==> src/rtl/hdnw_pkg.sv <==
// Package for the character LCD nibble writer: phase and action codes, init command table.
package hdnw_pkg;

  typedef enum logic [2:0] {
    PH_POWER   = 3'd0,
    PH_EN_HIGH = 3'd1,
    PH_GAP     = 3'd2,
    PH_CLEAR   = 3'd3,
    PH_IDLE    = 3'd4
  } phase_e;

  typedef enum logic [1:0] {
    ACT_TICK   = 2'd0,
    ACT_CMD    = 2'd1,
    ACT_DATA   = 2'd2,
    ACT_CURSOR = 2'd3
  } action_e;

  typedef enum logic [1:0] {
    REG_POWER_WAIT  = 2'd0,
    REG_ENABLE_HIGH = 2'd1,
    REG_NIBBLE_GAP  = 2'd2,
    REG_CLEAR_WAIT  = 2'd3
  } cfg_reg_e;

  localparam logic [2:0] INIT_COUNT    = 3'd6;
  localparam logic [7:0] CURSOR_CMD    = 8'h80;
  localparam logic [6:0] ROW1_BASE     = 7'h40;

  localparam logic [15:0] POWER_WAIT_RST  = 16'd40000;
  localparam logic [7:0]  ENABLE_HIGH_RST = 8'd1;
  localparam logic [9:0]  NIBBLE_GAP_RST  = 10'd50;
  localparam logic [15:0] CLEAR_WAIT_RST  = 16'd2000;

  // Init command sequence: function set (x3 wake-up), 4-bit mode, display on,
  // entry mode, clear.
  function automatic logic [7:0] init_byte(input logic [2:0] idx);
    logic [7:0] b;
    unique case (idx)
      3'd0:    b = 8'h33;
      3'd1:    b = 8'h32;
      3'd2:    b = 8'h28;
      3'd3:    b = 8'h0C;
      3'd4:    b = 8'h06;
      3'd5:    b = 8'h01;
      default: b = 8'h01;
    endcase
    return b;
  endfunction

endpackage

==> src/rtl/hd44780_nibble_writer_top.sv <==
// Character LCD 4-bit write interface driver: tick/request stream in, pin states out.
//
//  Channel  | Dir | Handshake              | Payload
//  ---------+-----+------------------------+-------------------------------------------
//  s_axis   | in  | s_axis_tvalid/tready   | tuser: action; tdata: value, row, col
//  m_axis   | out | m_axis_tvalid/tready   | tdata: rs, rw, en, data, busy, rejected
//  cfg      | in  | cfg_we_i (no ready)    | cfg_idx_i, cfg_data_i
//
// One transaction in gives one transaction out. Each item is handled as it is accepted:
// the state registers update at the accepting edge and the result is pushed
// into a two-entry output buffer, so a new item can be taken every cycle.
// s_axis_tready drops only when both output slots are full (sink stalled).
// Reset puts the block in the power-up wait with the countdown loaded from
// the power wait reset value; config registers return to their defaults.
module hd44780_nibble_writer_top (
  input  logic        clk_i,
  input  logic        rst_ni,
  // input stream
  input  logic        s_axis_tvalid,
  output logic        s_axis_tready,
  input  logic [15:0] s_axis_tdata,  // [7:0] value, [8] row, [14:9] col, [15] zero
  input  logic [1:0]  s_axis_tuser,  // [1:0] action
  // result stream
  output logic        m_axis_tvalid,
  input  logic        m_axis_tready,
  output logic [15:0] m_axis_tdata,  // [0] pin_rs, [1] pin_rw, [2] pin_en,
                                     // [6:3] pin_data, [7] busy_res, [8] rejected
  // configuration write port
  input  logic        cfg_we_i,
  input  logic [1:0]  cfg_idx_i,
  input  logic [15:0] cfg_data_i
);
  import hdnw_pkg::*;

  localparam int unsigned ResW = 9;

  // config registers; the power wait only matters as a countdown reload
  logic [7:0]  enable_high_q;
  logic [9:0]  nibble_gap_q;
  logic [15:0] clear_wait_q;

  // controller state
  phase_e      phase_q, phase_d;
  logic [15:0] cnt_q, cnt_d;
  logic [7:0]  byte_q, byte_d;
  logic        sel_q, sel_d;
  logic        lowpend_q, lowpend_d;
  logic [2:0]  init_idx_q, init_idx_d;
  logic        en_q, en_d;
  logic [3:0]  nib_q, nib_d;

  // output buffer: slot 0 is the head
  logic            v0_q, v1_q;
  logic [ResW-1:0] slot0_q, slot1_q;

  logic            s_fire, m_fire;
  action_e         action;
  logic [7:0]      in_value;
  logic            in_row;
  logic [5:0]      in_col;
  logic            cnt_done;
  logic            do_start, do_low;
  logic [7:0]      start_byte;
  logic            start_sel;
  logic            rej;
  logic [2:0]      idx_inc;
  logic [6:0]      cursor_addr;
  logic [ResW-1:0] res;

  assign action   = action_e'(s_axis_tuser);
  assign in_value = s_axis_tdata[7:0];
  assign in_row   = s_axis_tdata[8];
  assign in_col   = s_axis_tdata[14:9];

  assign s_axis_tready = !v1_q;
  assign s_fire        = s_axis_tvalid && s_axis_tready;
  assign m_fire        = v0_q && m_axis_tready;
  assign m_axis_tvalid = v0_q;
  assign m_axis_tdata  = {{(16 - ResW){1'b0}}, slot0_q};

  // a zero countdown behaves like one
  assign cnt_done    = (cnt_q <= 16'd1);
  assign idx_inc     = init_idx_q + 3'd1;
  assign cursor_addr = in_row ? (ROW1_BASE + {1'b0, in_col}) : {1'b0, in_col};

  // next-state logic for one item
  always_comb begin
    phase_d    = phase_q;
    cnt_d      = cnt_q;
    byte_d     = byte_q;
    sel_d      = sel_q;
    lowpend_d  = lowpend_q;
    init_idx_d = init_idx_q;
    en_d       = en_q;
    nib_d      = nib_q;
    do_start   = 1'b0;
    do_low     = 1'b0;
    start_byte = 8'h00;
    start_sel  = 1'b0;
    rej        = 1'b0;

    if (s_fire) begin
      if (action == ACT_TICK) begin
        case (phase_q)
          PH_POWER: begin
            if (cnt_done) begin
              init_idx_d = 3'd0;
              do_start   = 1'b1;
              start_byte = init_byte(3'd0);
            end else begin
              cnt_d = cnt_q - 16'd1;
            end
          end
          PH_EN_HIGH: begin
            if (cnt_done) begin
              en_d    = 1'b0;
              cnt_d   = {6'd0, nibble_gap_q};
              phase_d = PH_GAP;
            end else begin
              cnt_d = cnt_q - 16'd1;
            end
          end
          PH_GAP: begin
            if (!cnt_done) begin
              cnt_d = cnt_q - 16'd1;
            end else if (lowpend_q) begin
              do_low = 1'b1;
            end else if (init_idx_q < INIT_COUNT) begin
              // byte finished during init: next command or clear wait
              init_idx_d = idx_inc;
              if (idx_inc < INIT_COUNT) begin
                do_start   = 1'b1;
                start_byte = init_byte(idx_inc);
              end else if (clear_wait_q == 16'd0) begin
                phase_d = PH_IDLE;
              end else begin
                cnt_d   = clear_wait_q;
                phase_d = PH_CLEAR;
              end
            end else begin
              phase_d = PH_IDLE;
            end
          end
          PH_CLEAR: begin
            if (cnt_done) begin
              phase_d = PH_IDLE;
            end else begin
              cnt_d = cnt_q - 16'd1;
            end
          end
          default: ;
        endcase
      end else if (phase_q != PH_IDLE) begin
        rej = 1'b1;
      end else begin
        do_start = 1'b1;
        case (action)
          ACT_CMD:  start_byte = in_value;
          ACT_DATA: begin
            start_byte = in_value;
            start_sel  = 1'b1;
          end
          default:  start_byte = CURSOR_CMD | {1'b0, cursor_addr};
        endcase
      end
    end

    if (do_start) begin
      byte_d    = start_byte;
      sel_d     = start_sel;
      lowpend_d = 1'b1;
      nib_d     = start_byte[7:4];
      en_d      = 1'b1;
      cnt_d     = {8'd0, enable_high_q};
      phase_d   = PH_EN_HIGH;
    end
    if (do_low) begin
      lowpend_d = 1'b0;
      nib_d     = byte_q[3:0];
      en_d      = 1'b1;
      cnt_d     = {8'd0, enable_high_q};
      phase_d   = PH_EN_HIGH;
    end

    // rewriting the power wait during power-up restarts the countdown
    if (cfg_we_i && (cfg_idx_i == REG_POWER_WAIT) && (phase_q == PH_POWER)) begin
      cnt_d = cfg_data_i;
    end
  end

  assign res = {rej, (phase_d != PH_IDLE), nib_d, en_d, 1'b0, sel_d};

  always_ff @(posedge clk_i or negedge rst_ni) begin
    if (!rst_ni) begin
      enable_high_q <= ENABLE_HIGH_RST;
      nibble_gap_q  <= NIBBLE_GAP_RST;
      clear_wait_q  <= CLEAR_WAIT_RST;
    end else if (cfg_we_i) begin
      case (cfg_reg_e'(cfg_idx_i))
        REG_POWER_WAIT:  ;  // only reloads the countdown
        REG_ENABLE_HIGH: enable_high_q <= cfg_data_i[7:0];
        REG_NIBBLE_GAP:  nibble_gap_q  <= cfg_data_i[9:0];
        default:         clear_wait_q  <= cfg_data_i;
      endcase
    end
  end

  always_ff @(posedge clk_i or negedge rst_ni) begin
    if (!rst_ni) begin
      phase_q    <= PH_POWER;
      cnt_q      <= POWER_WAIT_RST;
      byte_q     <= 8'h00;
      sel_q      <= 1'b0;
      lowpend_q  <= 1'b0;
      init_idx_q <= 3'd0;
      en_q       <= 1'b0;
      nib_q      <= 4'h0;
    end else begin
      phase_q    <= phase_d;
      cnt_q      <= cnt_d;
      byte_q     <= byte_d;
      sel_q      <= sel_d;
      lowpend_q  <= lowpend_d;
      init_idx_q <= init_idx_d;
      en_q       <= en_d;
      nib_q      <= nib_d;
    end
  end

  // two-entry output buffer
  always_ff @(posedge clk_i or negedge rst_ni) begin
    if (!rst_ni) begin
      v0_q <= 1'b0;
      v1_q <= 1'b0;
    end else begin
      if (m_fire) begin
        v0_q <= v1_q || s_fire;
        v1_q <= v1_q && s_fire;
      end else if (s_fire) begin
        v0_q <= 1'b1;
        v1_q <= v0_q;
      end
    end
  end

  always_ff @(posedge clk_i) begin
    if (m_fire) begin
      slot0_q <= v1_q ? slot1_q : res;
      if (v1_q) begin
        slot1_q <= res;
      end
    end else if (s_fire) begin
      if (v0_q) begin
        slot1_q <= res;
      end else begin
        slot0_q <= res;
      end
    end
  end

  // a dropped request is only ever reported while busy
  assert property (@(posedge clk_i) disable iff (!rst_ni)
    m_axis_tvalid && m_axis_tdata[8] |-> m_axis_tdata[7])
    else $error("rejected result without busy");

  // enable pin is high only in the enable-high phase
  assert property (@(posedge clk_i) disable iff (!rst_ni)
    en_q |-> (phase_q == PH_EN_HIGH))
    else $error("enable high outside enable phase");

  // a request taken while idle starts a nibble strobe
  assert property (@(posedge clk_i) disable iff (!rst_ni)
    s_fire && (phase_q == PH_IDLE) && (action != ACT_TICK)
    |=> (phase_q == PH_EN_HIGH) && en_q && lowpend_q)
    else $error("request did not start a transfer");

  // second slot never holds data without a head entry
  assert property (@(posedge clk_i) disable iff (!rst_ni)
    v1_q |-> v0_q)
    else $error("output buffer order broken");

  assert property (@(posedge clk_i) disable iff (!rst_ni)
    init_idx_q <= INIT_COUNT)
    else $error("init index out of range");

endmodule

==> config.mk <==
export PLATFORM = sky130hd
export DESIGN_NAME = hd44780_nibble_writer_top
export DESIGN_NICKNAME = d
export VERILOG_FILES = /design/src/rtl/hdnw_pkg.sv /design/src/rtl/hd44780_nibble_writer_top.sv
export SDC_FILE = /design/constraint.sdc
export NUM_CORES = 1
export LEC_CHECK = 0
export BUFFER_PORTS_ARGS = -buffer_cell sky130_fd_sc_hd__buf_2
export CORE_ASPECT_RATIO = 0.7
export CORE_MARGIN = 3
export CORE_UTILIZATION = 50
export CTS_BUF_LIST = sky130_fd_sc_hd__clkbuf_8
export DETAILED_ROUTE_END_ITERATION = 16
export PLACE_DENSITY = 0.78
export SYNTH_ARGS = -nofsm -noshare
export SYNTH_HDL_FRONTEND = slang
export SYNTH_SLANG_ARGS = --single-unit
==> constraint.sdc <==
create_clock -name clk_i -period 4.1 [get_ports clk_i]
set_input_delay 0.205 -clock clk_i [delete_from_list [all_inputs] [get_ports clk_i]]
set_output_delay 0.205 -clock clk_i [all_outputs]
set_load 0.05 [all_outputs]
==> metrics.md <==
| Metric | Value |
|---|---|
| Synth top area cells | dfrtp_1 (28%), mux2_2 (10%), edfxtp_1 (9.8%), dfstp_2 (8.0%), nand2_1 (2.6%) |
| Initial antenna violation count | 0 |
| Post-route cell area | between 5000 and 6000 um^2 |
| Routed vias | just under 4000 |
| Syn. warnings | 0 |
| TritonCTS buffer count | 9 |
| Total Wirelength | approximately 12 mm |
| CP max-delay cell | o21ai_1 |
| Clock tree buffer depth | 2 |
| Peak Freq | between 300 and 400 MHz |
| Commonest non-fill, non-tap cell in the layout | dfrtp_1 |
| P&R area growth vs syn | 9.75% |
| Routed WL per cell | ~19 um |
| Max FO, Critical Path | 10 |
| H-tree Lvls | 3 |
| CTS tree | done |
| First-pass GRT wire length | roughly 20 mm |
| GRT Total Usage | a little under a quarter |
| Iter 0 DRT Violations | 417 |
| Commonest cells after routing, fill and taps aside | dfrtp_1 (54), buf_2 (49), mux2_2 (44), nand2_1 (34), nor2_1 (33) |
| Drt drc | 0 |
| Post-CTS Setup Inserts | 0 |
| Worst-path clk slew | 0.09 ns |
| Cell Rows | 29 |
| Router iterations before antenna repair | 5 |
| Crit end category | flip-flop |
| I/O Pins | between 50 and 60 |
| VDD IR max | ~0.29 mV |
| Port bufs | 49 |
| Initial core utilization | around 53% |
| Core footprint | just over 9000 um^2 |
| Worst hold path class | in -> async |
| Data arrival, critical path | about 3.3 ns |
| Largest net degree at the start of global routing | 50 |
| Vias in the first global route | between 3000 and 4000 |
| Setup WS post-layout | roughly 0.94 ns |
| Grt ovf | 0 |
| Share of cells above drive strength 1 | between 30% and 40% |
| WHS | 0.0589 ns |
| Final setup vio count | 0 |
| Fraction of registers with async set/reset | ~80% |
| Fin crit period | 3.16 ns |
| Global placement routability congestion | between 0.8 and 0.9 |
| Register bit count reported by yosys | 85 |
| DP HPWL | 8.76 mm |
| Critical path type | reg -> reg |
| Fin. max-slew vios | 0 |
| Sink Count | between 80 and 90 |
| Non-Filler Instances | 639 |
| Period utilization | approximately 77% |
| Clk_lat worst skew | between 0.3 and 0.4 ns |
| CTS root buf | clkbuf_8 |
| ANT cells | 0 |
| Fin Clk Skew | ~0.010 ns |
| Die Ht | 88.9 um |
| Fin. Hold Viols | 0 |
| Lkg Pwr | 2.25 nW |
| Avg Inst Size Synth | around 10 um^2 |
| Cell chain of the critical path | inv_1, ha_1, o21ai_1, or2_1, nor2_2, nor2_1, nand4b_1, mux2_2 |
| DR vias/cell | around 6 |
| Setup total negative slack | 0 ns |
| Pre-CTS WS | approximately 1 ns |
| Least-Margin Pin Slew | roughly 1.1 ns |
| Post-CTS Resized | 0 |
| Dpl cell area | just over 5000 um^2 |
| PD cells | between 500 and 600 nW/um^2 |
| Seq/Total Area, Yosys | 45.4% |
| Die area | roughly 11000 um^2 |
| Final nets | 560 |
| Syn Inst Count | 471 |
| Fill cells | around 830 |
| Yosys top cell by area | dfrtp_1 |
| Max-Cap Viols | 0 |
| Die width | approximately 120 um |
| Startpoint Class | flip-flop |
| RSZ-0062 raised after global routing | no |
| Status | finished clean |
| Ys flop type | dfrtp_1 |
| Worst EP required | 4.23 ns |
| Critical path's largest stage delay | about 0.57 ns |
| EDFF count, synth | 16 |
| Post-Place Cells | just over 600 |
| Netlist cell types | between 60 and 70 |
| Slew margin rel. | around 24% |
| Final ANT Viol Nets | 0 |
| Hold-fix buffers, CTS | 0 |
| Cell area after synthesis | 4900 um^2 |
| Top cell type's share of synthesized area | between 20% and 30% |
cell usage after synthesis (3+ instances only):
library cell	n
a211oi_2	6
a21o_1	5
a21oi_1	23
a221oi_1	5
a22oi_1	12
a2bb2oi_1	3
a31oi_1	4
and2_1	4
buf_2	7
buf_4	9
buf_6	3
clkbuf_1	17
dfrtp_1	54
dfstp_2	15
edfxtp_1	16
ha_1	9
inv_1	15
mux2_2	44
mux2i_1	3
nand2_1	34
nand3_1	10
nor2_1	33
nor2b_1	3
nor3_1	7
nor3_2	3
nor4_1	18
nor4_2	3
o21ai_0	17
o21ai_1	8
o22ai_1	6
o31ai_1	10
or3_1	3
or4_1	3
xnor2_1	7
xor2_1	8
cell families (layout without fill, tap and decap cells):
family	count (synthesis)	after routing	share of synthesized area, %
DFF	85	85	45.4
muxes	48	48	11.0
and+or+nand+nor	144	144	16.4
other	1	8	0.0765
xor gates and xnor gates	15	15	2.68
buffers and inverters	52	89	5.54
adders and majority gates	9	9	2.30
AOI/OAI and AO/OA	117	117	16.6
per-layer routing:
metal	vias up	global-route usage, %	routed length [um]
met5	-	0	0
met1	1974	33.2	5690
met2	143	34.1	5500
li1	1805	-	-
met3	16	5.19	846
met4	0	7.56	173
worst paths after layout:
path	from	endpoint	slack (ns)	cells past startpoint
max	cnt_q[0]	slot0_q[7]	0.94	8
min reg2reg	cnt_q[15]	cnt_q[15]	0.48	2
min	rst_ni	clear_wait_q[12]	0.06	1
max in group asynchronous	rst_ni	enable_high_q[0]	3.09	2
min in group clk_i	m_axis_tready	v1_q	0.08	2
max reg2reg	cnt_q[0]	slot0_q[7]	0.94	8
report_power, final:
| part | internal [mW] | switching, mW |
|---|---|---|
| clock | 0.274 | 0.301 |
| combinational | 0.421 | 0.600 |
| sequential | 1.15 | 0.223 |
| total | 1.85 | 1.12 |
area by class of cell:
type	instances	area [um^2]	share of cell area, %
Multi-Input combinational cell	341	2450	45.5
Sequential cell	85	2230	41.4
Timing Repair Buffer	58	313	5.81
Tap cell	124	155	2.88
Clock buffer	9	124	2.30
Clock inverter	7	61.3	1.14
Inverter	15	56.3	1.05
stage by stage:
| step | util (%) | total power, mW |
|---|---|---|
| after detailed placement | 55.9 | 2.39 |
| after global placement | 55.9 | 2.34 |
| after CTS | 57.9 | 2.97 |
| final | 57.9 | 2.97 |
| after global routing | 57.9 | 3.14 |
| after floorplan | - | 2.13 |
registers in the layout, indices dropped and copies added, names as in the netlist, 3 cells and up:
register	flops
byte_q	4
clear_wait_q	16
cnt_q	16
enable_high_q	8
init_idx_q	3
nib_q	4
nibble_gap_q	10
phase_q	3
slot0_q	8
slot1_q	8
worst max-delay path: cells and delay by family (launching register included):
family	cells	cell delay [ns]
AOI/OAI and AO/OA	1	0.57
buffers and inverters	1	0.10
DFF	1	0.42
muxes	1	0.31
and+or+nand+nor	4	1.24
adders and majority gates	1	0.27
Power figures use the tool's default switching activity.
